**src/sv/qbse_queue.sv**
```systemverilog
// ----------------------------------------------------------------------------
// qbse_queue
// Short FIFO between the front and back parts of the evaluator.
// ----------------------------------------------------------------------------
`default_nettype none

module qbse_queue #(
  parameter int WIDTH = 40,
  parameter int DEPTH = 4
) (
  input  logic             clk,
  input  logic             rst_n,
  input  logic             push_valid,
  output logic             push_ready,
  input  logic [WIDTH-1:0] push_data,
  output logic             pop_valid,
  input  logic             pop_ready,
  output logic [WIDTH-1:0] pop_data
);

  localparam int PW = (DEPTH > 1) ? $clog2(DEPTH) : 1;
  localparam int CW = $clog2(DEPTH + 1);

  logic [WIDTH-1:0] mem_r [DEPTH];
  logic [PW-1:0]    wr_ptr_r, wr_ptr_nxt;
  logic [PW-1:0]    rd_ptr_r, rd_ptr_nxt;
  logic [CW-1:0]    count_r, count_nxt;
  logic             push, pop;

  assign push_ready = (count_r != CW'(DEPTH));
  assign pop_valid  = (count_r != '0);
  assign pop_data   = mem_r[rd_ptr_r];
  assign push       = push_valid && push_ready;
  assign pop        = pop_valid && pop_ready;

  always_comb begin
    wr_ptr_nxt = wr_ptr_r;
    rd_ptr_nxt = rd_ptr_r;
    count_nxt  = count_r;
    if (push) begin
      wr_ptr_nxt = (wr_ptr_r == PW'(DEPTH - 1)) ? '0 : wr_ptr_r + PW'(1);
    end
    if (pop) begin
      rd_ptr_nxt = (rd_ptr_r == PW'(DEPTH - 1)) ? '0 : rd_ptr_r + PW'(1);
    end
    if (push && !pop) begin
      count_nxt = count_r + CW'(1);
    end else if (pop && !push) begin
      count_nxt = count_r - CW'(1);
    end
  end

  always_ff @(posedge clk) begin
    if (!rst_n) begin
      wr_ptr_r <= '0;
      rd_ptr_r <= '0;
      count_r  <= '0;
    end else begin
      wr_ptr_r <= wr_ptr_nxt;
      rd_ptr_r <= rd_ptr_nxt;
      count_r  <= count_nxt;
    end
  end

  always_ff @(posedge clk) begin
    if (push) begin
      mem_r[wr_ptr_r] <= push_data;
    end
  end

endmodule

`default_nettype wire

```
**config.mk**
```make
export PLATFORM = sky130hd
export DESIGN_NAME = qbse_queue
export DESIGN_NICKNAME = d
export VERILOG_FILES = /design/src/sv/qbse_queue.sv
export SDC_FILE = /design/constraint.sdc
export NUM_CORES = 1
export LEC_CHECK = 0
export ABC_AREA = 1
export BUFFER_PORTS_ARGS = -buffer_cell sky130_fd_sc_hd__clkbuf_2
export CORE_ASPECT_RATIO = 0.75
export CORE_UTILIZATION = 60
export CTS_BUF_LIST = sky130_fd_sc_hd__clkbuf_8
export CTS_CLUSTER_DIAMETER = 200
export DETAILED_ROUTE_END_ITERATION = 10
export PLACE_DENSITY = 0.82
export SLEW_MARGIN = 20
export SYNTH_ARGS = -nofsm -noshare
export SYNTH_HDL_FRONTEND = slang
export SYNTH_SLANG_ARGS = --single-unit
```
**constraint.sdc**
```tcl
create_clock -name clk -period 5.6 [get_ports clk]
set_input_delay 0.56 -clock clk [delete_from_list [all_inputs] [get_ports clk]]
set_output_delay 0.56 -clock clk [all_outputs]
set_load 0.02 [all_outputs]
```
==> reports/qor.csv, run 1 <==
stage,metric,value,unit
sta,RSZ-0062 raised after global routing,false,
drt,Avg WL per Cell,18.4,um
cts,Root Driver,clkbuf_8,
layout,Total Nets Final,594,
cts,Sink Count,169,
drt,vias per cell,5.76,
power_and_ir_drop,VDD IR max,322,uV
synth,Yosys reg bits,169,
synth,"Net Count, Synth",508,
synth,fraction of registers with async set/reset,0,%
power_and_ir_drop,Pleak,2.67,nW
grt,grt total ovfl,0,
floorplanning,io pins,86,
floorplanning,die area,11300,sq um
cts,Clock Latency Late Sink,450,ps
worst_hold_path,Hold Crit Class,input port to flop,
sta,Slew HR,56.5,%
drt,final wirelength,12700,um
floorplanning,row cnt,32,
sta,final period utilization,53.7,%
layout,"Area growth, synth to finish",12.6,%
synth,top cell type by total area after synthesis,edfxtp_1,
placed_design,PortBufs,85,
synth,synth top area cells,"edfxtp_1, nor2_1, o22ai_1",
layout,multi-input logic area,1260,sq um
sta,setup_tns,0,ps
cts,CTS Hold Bufs,0,
grt,initial antenna violation count,0,
sta,Fmax achieved,333,MHz
floorplanning,Core Box Area,10500,sq um
sta,max-slew violations,0,
layout,Layout fillers,648,
synth,Synth Instances,457,
synth,"EDFF count, synth",160,
synth,Ys Warns,0,
floorplanning,Die W,123,um
worst_setup_path,Required @ worst endpoint,5040,ps
layout,layout cell share with drive strength beyond 1,24.3,%
synth,Post-Syn Area,6550,sq um
sta,Least-Margin Pin Slew,652,ps
layout,register area,4990,sq um
layout,diode count,0,
floorplanning,initial core utilization,62.7,%
worst_setup_path,startpoint types,flop,
worst_setup_path,crit-path max FO,80,
worst_setup_path,R2R cell count,5,
drt,vias post-DR,3988,
grt,gr usage total,23.6,%
synth,cell with the most instances after synthesis,edfxtp_1,
power_and_ir_drop,sequential share of power,44.5,%
synth,sequential element share of the synthesized area,76.1,%
worst_setup_path,path type of the worst setup path,flop to output port,
cts,H-tree depth,4,
power_and_ir_drop,Sw Share,34.9,%
worst_setup_path,critical path endpoint category,output port,
sta,post-layout min period,3010,ps
cts,CTS tree,built,
synth,Synth top area share,73.3,%
power_and_ir_drop,Clk pwr share,24.7,%
worst_setup_path,slowest cell on the critical path,buf_4,
cts,Num CTS Buffers,17,
worst_hold_path,Worst Hold Depth,1,
outcome,outcome,completed,
grt,first-pass GRT wire length,19000,um
power_and_ir_drop,Tot Pwr,3.60,mW
cts,Max clock buf depth,2,
worst_setup_path,WP data arrival,2450,ps
synth,Synth Flop Type,edfxtp_1,
synth,Unique masters post-synth,24,
placed_design,worst slack at placement,3120,ps
power_and_ir_drop,Comb pwr share,30.8,%
power_and_ir_drop,PwrDens,487,nW/um^2
sta,Max Clock Skew,8.01,ps
drt,Initial DRC Count,345,
worst_setup_path,crit-path cells,buf_4 -> inv_12 -> o21ai_1 -> o22ai_1 -> clkbuf_2,
layout,Final Core Density,70.6,%
floorplanning,Die Ht,92.5,um
power_and_ir_drop,Switching Power,1.26,mW
worst_setup_path,"Largest stage delay, worst path",600,ps
grt,largest net degree at the start of global routing,81,
synth,syn avg cell area,14.3,sq um
power_and_ir_drop,internal power,2.34,mW
drt,drt first pass iters,5,
cts,Post-CTS Setup Inserts,0,
cts,clk slew on worst S/H paths,80,ps
placed_design,Final HPWL DP,7200,um
sta,endpoints failing setup,0,
sta,final worst setup slack,2590,ps
placed_design,RD Place Congestion,0.832,
drt,Antenna Nets Post-Route,0,
cts,CTS resizes,0,
flow_run,# Max-Cap Violations,0,
synth,"top cells by count, synth","edfxtp_1, nor2_1, o21ai_0",
sta,Fin. Hold Viols,0,
drt,DRC,0,
grt,number of global-route vias before repair,3885,
path summary, 6_finish.rpt:
| path | from | endpoint | slack (ps) |
|---|---|---|---|
| worst max-delay path | flop | pop_data[19] | 2590 |
| worst min-delay path | push_data[4] | mem_r[3][4] | 320 |
| worst max register to register | count_r[1] | mem_r[3][23] | 3530 |
| worst min register to register | count_r[0] | count_r[0] | 540 |
cells in the final DEF, fill, tap and decap left out, types with 5 or more instances in the layout:
cell type	count
edfxtp_1	160
nor2_1	92
clkbuf_2	85
o21ai_0	42
o22ai_1	40
o21ai_1	37
clkbuf_8	17
inv_1	15
nand2_1	12
dfxtp_1	8
buf_4	7
ha_1	6
clkinv_2	5
state kept, by name, indices dropped and copies added (netlist names), named ones only:
register,cells
rd_ptr_r,2
wr_ptr_r,2
mem_r,160
count_r,3
power groups by stage:
stage / Sequential, mW / Combinational (mW) / Clock [mW]
after global placement: 1.62 / 1.06 / 0
after detailed placement: 1.63 / 1.10 / 0
after CTS: 1.60 / 1.11 / 0.899
final: 1.60 / 1.11 / 0.890
after global routing: 1.61 / 1.19 / 0.950
after floorplan: 1.61 / 0.832 / 0
final cells by class:
cell class                 instances  share of cell area (%)
sequential                       169                    67.5
timing repair buffer              92                    6.47
clock inverter                    15                    2.46
clock buffer                      17                    3.17
multi-input combinational        246                    17.0
inverter                          17                    1.03
tap                              136                    2.31
worst max-delay path: cells and delay by family (launching register included):
| family | cells | cell delay (ps) |
|---|---|---|
| AO/OA/AOI/OAI | 2 | 360 |
| buffers and inverters | 3 | 1030 |
| flip-flops | 1 | 550 |
metal layers:
metal | track usage, % | vias to the layer above | share of wire [%]
met2 | 38.4 | 194 | 50
met4 | 10.5 | 0 | 0.74
met5 | 0 | - | 0
met3 | 7.82 | 10 | 8.6
li1 | - | 1853 | -
met1 | 28.9 | 1931 | 41
cell families (layout without fill, tap and decap cells):
logic type	after synthesis	after routing	share of synthesized area, %
flops	169	169	76.1
compound gates	124	124	10.4
simple gates	115	115	6.85
buf+inv	42	141	5.23
fa+ha+maj	7	7	1.45
metrics by stage:
stage | area [sq um] | instances | hold WS, ps
after detailed placement | 6970 | 660 | 531
after global routing | 7380 | 692 | 294
final | 7380 | 692 | 323
after CTS | 7380 | 692 | 300
after floorplan | 6550 | 457 | 491
after global placement | 6970 | 660 | 502
No activity file was read; power rests on OpenSTA's default activity.
==> run 2: changes to the inputs <==
--- a/config.mk
+++ b/config.mk
@@ -8,11 +8,11 @@
 export ABC_AREA = 1
 export BUFFER_PORTS_ARGS = -buffer_cell sky130_fd_sc_hd__clkbuf_2
 export CORE_ASPECT_RATIO = 0.75
-export CORE_UTILIZATION = 60
+export CORE_UTILIZATION = 59
 export CTS_BUF_LIST = sky130_fd_sc_hd__clkbuf_8
 export CTS_CLUSTER_DIAMETER = 200
 export DETAILED_ROUTE_END_ITERATION = 10
-export PLACE_DENSITY = 0.82
+export PLACE_DENSITY = 0.81
 export SLEW_MARGIN = 20
 export SYNTH_ARGS = -nofsm -noshare
 export SYNTH_HDL_FRONTEND = slang
==> constraint.sdc (replaced) <==
create_clock -name clk -period 3 [get_ports clk]
set_input_delay 0.3 -clock clk [delete_from_list [all_inputs] [get_ports clk]]
set_output_delay 0.3 -clock clk [all_outputs]
set_load 0.02 [all_outputs]
==> reports/qor.csv, run 2 (synthesis gave the netlist of run 1 again) <==
stage,metric,value,unit,change
power_and_ir_drop,sequential share of power,46.0,%,+1.5 points
cts,Num CTS Buffers,17,,unchanged
layout,"most common cell after layout, fill and taps aside",edfxtp_1,,
floorplanning,die area,11500,sq um,+1.7%
floorplanning,Die Ht,93.3,um,+0.83%
layout,diode count,0,,unchanged
grt,routing usage on met2,37.0,%,-1.4 points
cts,clk slew on worst S/H paths,90,ps,about the same
power_and_ir_drop,Pleak,2.68,nW,+0.35%
sta,max-slew violations,0,,unchanged
sta,Fin. Hold Viols,0,,unchanged
sta,final period utilization,87.1,%,
grt,most used routing layer,met2,,
grt,first-pass GRT wire length,19900,um,+4.6%
floorplanning,row cnt,32,,unchanged
floorplanning,io pins,86,,unchanged
floorplanning,initial core utilization,62.2,%,-0.48 points
grt,met1 GRT Util,32.9,%,+4.0 points
cts,Clock Latency Late Sink,450,ps,about the same
flow_run,# Max-Cap Violations,0,,unchanged
grt,number of global-route vias before repair,3898,,+0.33%
worst_setup_path,"setup slack, reg-to-reg",950,ps,-2580 ps
floorplanning,Core Box Area,10500,sq um,+0.77%
layout,"Area growth, synth to finish",12.6,%,about the same
worst_setup_path,WP data arrival,2310,ps,-140 ps
drt,Antenna Nets Post-Route,0,,unchanged
worst_setup_path,Required @ worst endpoint,2700,ps,-2340 ps
layout,most frequent cells in the layout,"edfxtp_1, nor2_1, clkbuf_2",,
grt,initial antenna violation count,0,,unchanged
worst_setup_path,R2R Path Start,count_r[1],,
layout,biggest regs,"mem_r (160), count_r (3)",,
power_and_ir_drop,Clk pwr share,23.0,%,-1.7 points
cts,Max clock buf depth,2,,unchanged
sta,RSZ-0062 raised after global routing,false,,
sta,Slew HR,43.1,%,-13 points
layout,Total Nets Final,600,,+1.0%
worst_setup_path,critical path endpoint category,output port,,
drt,vias per cell,5.76,,about the same
power_and_ir_drop,Sw Share,36.0,%,+1.1 points
power_and_ir_drop,Switching Power,2.37,mW,+89%
cts,H-tree depth,4,,unchanged
power_and_ir_drop,PwrDens,894,nW/um^2,+83%
placed_design,RD Place Congestion,0.758,,-8.9%
grt,largest net degree at the start of global routing,81,,unchanged
floorplanning,Die W,124,um,+0.83%
sta,endpoints failing setup,0,,unchanged
placed_design,placed cell areas,7010,sq um,+0.65%
worst_setup_path,"Largest stage delay, worst path",710,ps,+110 ps
worst_hold_path,min-delay src,push_data[8],,
sta,setup_tns,0,ps,unchanged
worst_setup_path,crit-path cells,buf_4 -> o21ai_0 -> o22ai_1 -> clkbuf_2,,
worst_setup_path,slowest cell on the critical path,dfxtp_1,,
worst_setup_path,path type of the worst setup path,flop to output port,,
cts,Root Driver,clkbuf_8,,
sta,Fmax achieved,383,MHz,
drt,final wirelength,13000,um,+1.6%
grt,gr usage total,24.0,%,+0.34 points
grt,M3 GR Usage,7.74,%,-0.076 points
power_and_ir_drop,Comb pwr share,31.0,%,+0.2 points
worst_setup_path,Top Family by Delay on Critical Path,flip-flops,,
layout,design area,7380,sq um,about the same
cts,CTS resizes,0,,unchanged
drt,DRC,0,,unchanged
placed_design,PortBufs,85,,unchanged
sta,post-layout min period,2610,ps,
layout,max reg flops,160,,unchanged
outcome,outcome,completed,,
cts,CTS tree,built,,
worst_hold_path,Hold Crit Class,input port to flop,,
drt,vias post-DR,4020,,+0.80%
layout,Reg with most FFs,mem_r,,
power_and_ir_drop,VDD IR max,762,uV,+140%
placed_design,Final HPWL DP,7950,um,+10%
grt,grt total ovfl,0,,unchanged
layout,layout cell share with drive strength beyond 1,24.7,%,+0.45 points
worst_setup_path,crit-path max FO,27,,-66%
drt,drt first pass iters,5,,unchanged
sta,final worst setup slack,386,ps,-2210 ps
drt,Initial DRC Count,359,,+4.1%
cts,Sink Count,169,,unchanged
cts,Post-CTS Setup Inserts,0,,unchanged
sta,Min Hold Slack,65.3,ps,-258 ps
drt,Avg WL per Cell,18.6,um,+0.73%
worst_setup_path,WP buf/inv,2,,-1
sta,Max Clock Skew,13.9,ps,+5.90 ps
sta,Least-Margin Pin Slew,853,ps,+201 ps
worst_setup_path,startpoint types,flop,,
placed_design,worst slack at placement,911,ps,-2210 ps
power_and_ir_drop,internal power,4.22,mW,+80%
cts,CTS Hold Bufs,0,,unchanged
layout,Layout fillers,729,,+13%
-- run 2: path summary, 6_finish.rpt --
| kind | endpoint | cells past startpoint |
|---|---|---|
| hold / removal | mem_r[1][8] | 1 |
| hold reg to reg | count_r[0] | 2 |
| setup reg to reg | mem_r[3][10] | 5 |
| setup / recovery | pop_data[32] | 4 |
-- run 2: per-stage QoR --
stage	utilization, %	total power, mW	instances
3_5_place_dp	66.6	5.13	666
5_1_grt	70.1	6.92	698
3_3_place_gp	66.6	5.06	666
4_1_cts	70.1	6.62	698
2_1_floorplan	-	4.56	457
6_report	70.1	6.60	698
-- run 2: metal layers --
layer / wire (um) / vias to the layer above / part of all wire [%]
li1: - / 1868 / -
met1: 5670 / 1969 / 44
met2: 6110 / 168 / 47
met3: 1030 / 15 / 7.9
met4: 143 / 0 / 1.1
met5: 0 / - / 0
-- run 2: area by class of cell --
type                            count  area (sq um)  area share (%)
Sequential cell                   169          4990            67.6
Inverter                           17          76.3            1.03
Clock buffer                       17           234            3.17
Multi-Input combinational cell    246          1260            17.0
Tap cell                          136           170            2.31
Clock inverter                     15           135            1.83
Timing Repair Buffer               98           523            7.09
-- run 2: power groups by stage --
stage / Sequential, mW / Clock (mW) / Combinational [mW]
2_1_floorplan: 3.01 / 0 / 1.55
3_3_place_gp: 3.07 / 0 / 1.98
3_5_place_dp: 3.09 / 0 / 2.04
4_1_cts: 3.03 / 1.53 / 2.05
5_1_grt: 3.06 / 1.62 / 2.24
6_report: 3.04 / 1.52 / 2.04
==> run 3: changes to the inputs <==
--- a/config.mk
+++ b/config.mk
@@ -12,6 +12,7 @@
 export CTS_BUF_LIST = sky130_fd_sc_hd__clkbuf_8
 export CTS_CLUSTER_DIAMETER = 200
 export DETAILED_ROUTE_END_ITERATION = 10
+export HOLD_SLACK_MARGIN = 0.1
 export PLACE_DENSITY = 0.81
 export SLEW_MARGIN = 20
 export SYNTH_ARGS = -nofsm -noshare
==> reports/qor.csv, run 3 (synthesis gave the netlist of run 1 again) <==
stage,metric,value,unit,change
outcome,outcome,completed,,
drt,Initial DRC Count,457,,+27%
grt,grt total ovfl,0,,unchanged
layout,layout cell share with drive strength beyond 1,23.1,%,-1.6 points
layout,"most common cell after layout, fill and taps aside",edfxtp_1,,
worst_setup_path,critical path endpoint category,output port,,
drt,Avg WL per Cell,18.3,um,-1.6%
drt,final wirelength,13500,um,+4.0%
worst_setup_path,Required @ worst endpoint,2700,ps,about the same
sta,Fmax achieved,394,MHz,+3.0%
drt,drt first pass iters,5,,unchanged
worst_setup_path,crit-path max FO,27,,unchanged
worst_setup_path,WP data arrival,2240,ps,-70 ps
drt,Antenna Nets Post-Route,0,,unchanged
cts,Max clock buf depth,2,,unchanged
worst_setup_path,path type of the worst setup path,flop to output port,,
cts,Root Driver,clkbuf_8,,
floorplanning,die area,11500,sq um,unchanged
worst_hold_path,Worst Hold Depth,3,,+2
sta,max-slew violations,0,,unchanged
worst_setup_path,Reg2Reg Capture Point,mem_r[3][10],,
sta,RSZ-0062 raised after global routing,false,,
cts,Clock Latency Late Sink,450,ps,about the same
sta,Least-Margin Pin Slew,836,ps,-17.2 ps
worst_hold_path,Hold Crit Class,input port to flop,,
power_and_ir_drop,Pleak,2.85,nW,+6.2%
sta,final period utilization,84.6,%,-2.5 points
layout,"Area growth, synth to finish",18.7,%,
floorplanning,Core Box Area,10500,sq um,unchanged
worst_hold_path,WHS Endpoint,count_r[2],,
grt,first-pass GRT wire length,20500,um,+3.2%
layout,multi-input logic area,1260,sq um,unchanged
flow_run,# Max-Cap Violations,0,,unchanged
sta,setup_tns,0,ps,unchanged
floorplanning,row cnt,32,,unchanged
layout,most frequent cells in the layout,"edfxtp_1, nor2_1, clkbuf_2",,
placed_design,worst slack at placement,911,ps,unchanged
layout,Layout fillers,682,,-6.4%
layout,Total Nets Final,640,,+6.7%
sta,final worst setup slack,462,ps,+76.1 ps
drt,DRC,0,,unchanged
drt,vias post-DR,4212,,+4.8%
sta,endpoints failing setup,0,,unchanged
worst_setup_path,"setup slack, reg-to-reg",960,ps,about the same
grt,largest net degree at the start of global routing,81,,unchanged
worst_hold_path,min-delay src,rst_n,,
cts,Sink Count,169,,unchanged
worst_setup_path,R2R Path Start,count_r[1],,
power_and_ir_drop,PwrDens,853,nW/um^2,-4.5%
grt,number of global-route vias before repair,4033,,+3.5%
worst_setup_path,R2R cell count,5,,unchanged
cts,CTS resizes,0,,unchanged
drt,vias per cell,5.71,,-0.90%
grt,initial antenna violation count,0,,unchanged
cts,clk slew on worst S/H paths,90,ps,about the same
cts,CTS tree,built,,
cts,Num CTS Buffers,17,,unchanged
floorplanning,Die W,124,um,unchanged
layout,register area,4990,sq um,unchanged
floorplanning,io pins,86,,unchanged
sta,Fin. Hold Viols,0,,unchanged
layout,Reg with most FFs,mem_r,,
floorplanning,Die Ht,93.3,um,unchanged
sta,Max Clock Skew,11.4,ps,-2.48 ps
cts,H-tree depth,4,,unchanged
worst_setup_path,startpoint types,flop,,
power_and_ir_drop,VDD IR max,771,uV,+1.1%
sta,post-layout min period,2540,ps,-76.1 ps
layout,biggest regs,"mem_r (160), count_r (3)",,
layout,diode count,0,,unchanged
layout,max reg flops,160,,unchanged
placed_design,PortBufs,85,,unchanged
placed_design,Final HPWL DP,7950,um,unchanged
grt,gr usage total,24.8,%,+0.77 points
sta,Slew HR,44.3,%,+1.1 points
placed_design,RD Place Congestion,0.758,,unchanged
floorplanning,initial core utilization,62.2,%,unchanged
==> run 3: cell types whose count changed in the layout (fill, tap and decap cells not counted), sizes merged <==
cell | before | now
dlygate4sd3 | 0 | 40
==> run 3: per-stage QoR <==
stage	std cells	total power [mW]	hold slack (ps)	utilization, %	cell area (sq um)
finish	738	6.64	144	73.9	7780
global route	738	6.97	136	73.9	7780
CTS	737	6.66	103	73.8	7770
detailed placement	666	5.13	523	66.6	7010
global placement	666	5.06	509	66.6	7010
floorplan	457	4.56	399	-	6550
==> run 3: repair_timing <==
| item | in CTS | in global routing |
|---|---|---|
| buffers inserted | 0 | 0 |
| setup endpoints to repair | 0 | 0 |
| hold endpoints to repair | 156 | 4 |
| hold buffers | 39 | 1 |
==> run 3: how the worst max path moves through the flow <==
stage / slack (ps) / end / startpoint / cells past startpoint
2_1_floorplan: 180 / mem_r[0][0] / count_r[1] / 4
3_3_place_gp: 990 / pop_data[17] / flop / 4
3_5_place_dp: 910 / pop_data[32] / flop / 4
4_1_cts: 430 / pop_data[32] / flop / 4
5_1_grt: 300 / pop_data[6] / flop / 4
6_report: 460 / pop_data[32] / flop / 4
==> run 3: final cells by class <==
cell class	instances	share of cell area, %
Multi-Input combinational cell	246	16.1
Sequential cell	169	64.1
Inverter	17	0.981
Timing Repair Buffer	138	11.9
Clock inverter	15	1.74
Clock buffer	17	3.01
Tap cell	136	2.19
==> run 3: worst max-delay path, cell delays in order, from the launching register on <==
cell,delay (ps)
dfxtp_1,700
buf_4,410
o21ai_0,150
o22ai_1,300
clkbuf_2,230
==> run 3: where the power goes <==
part	switching, mW	internal (mW)	total [mW]
Sequential	0.159	2.87	3.03
Clock	0.795	0.724	1.52
Combinational	1.43	0.657	2.09
==> run 3: layer usage <==
layer	track usage [%]	part of all wire, %
met1	33.5	42
met4	6.53	1.1
met2	39.1	49
met3	7.50	8.4
met5	0	0
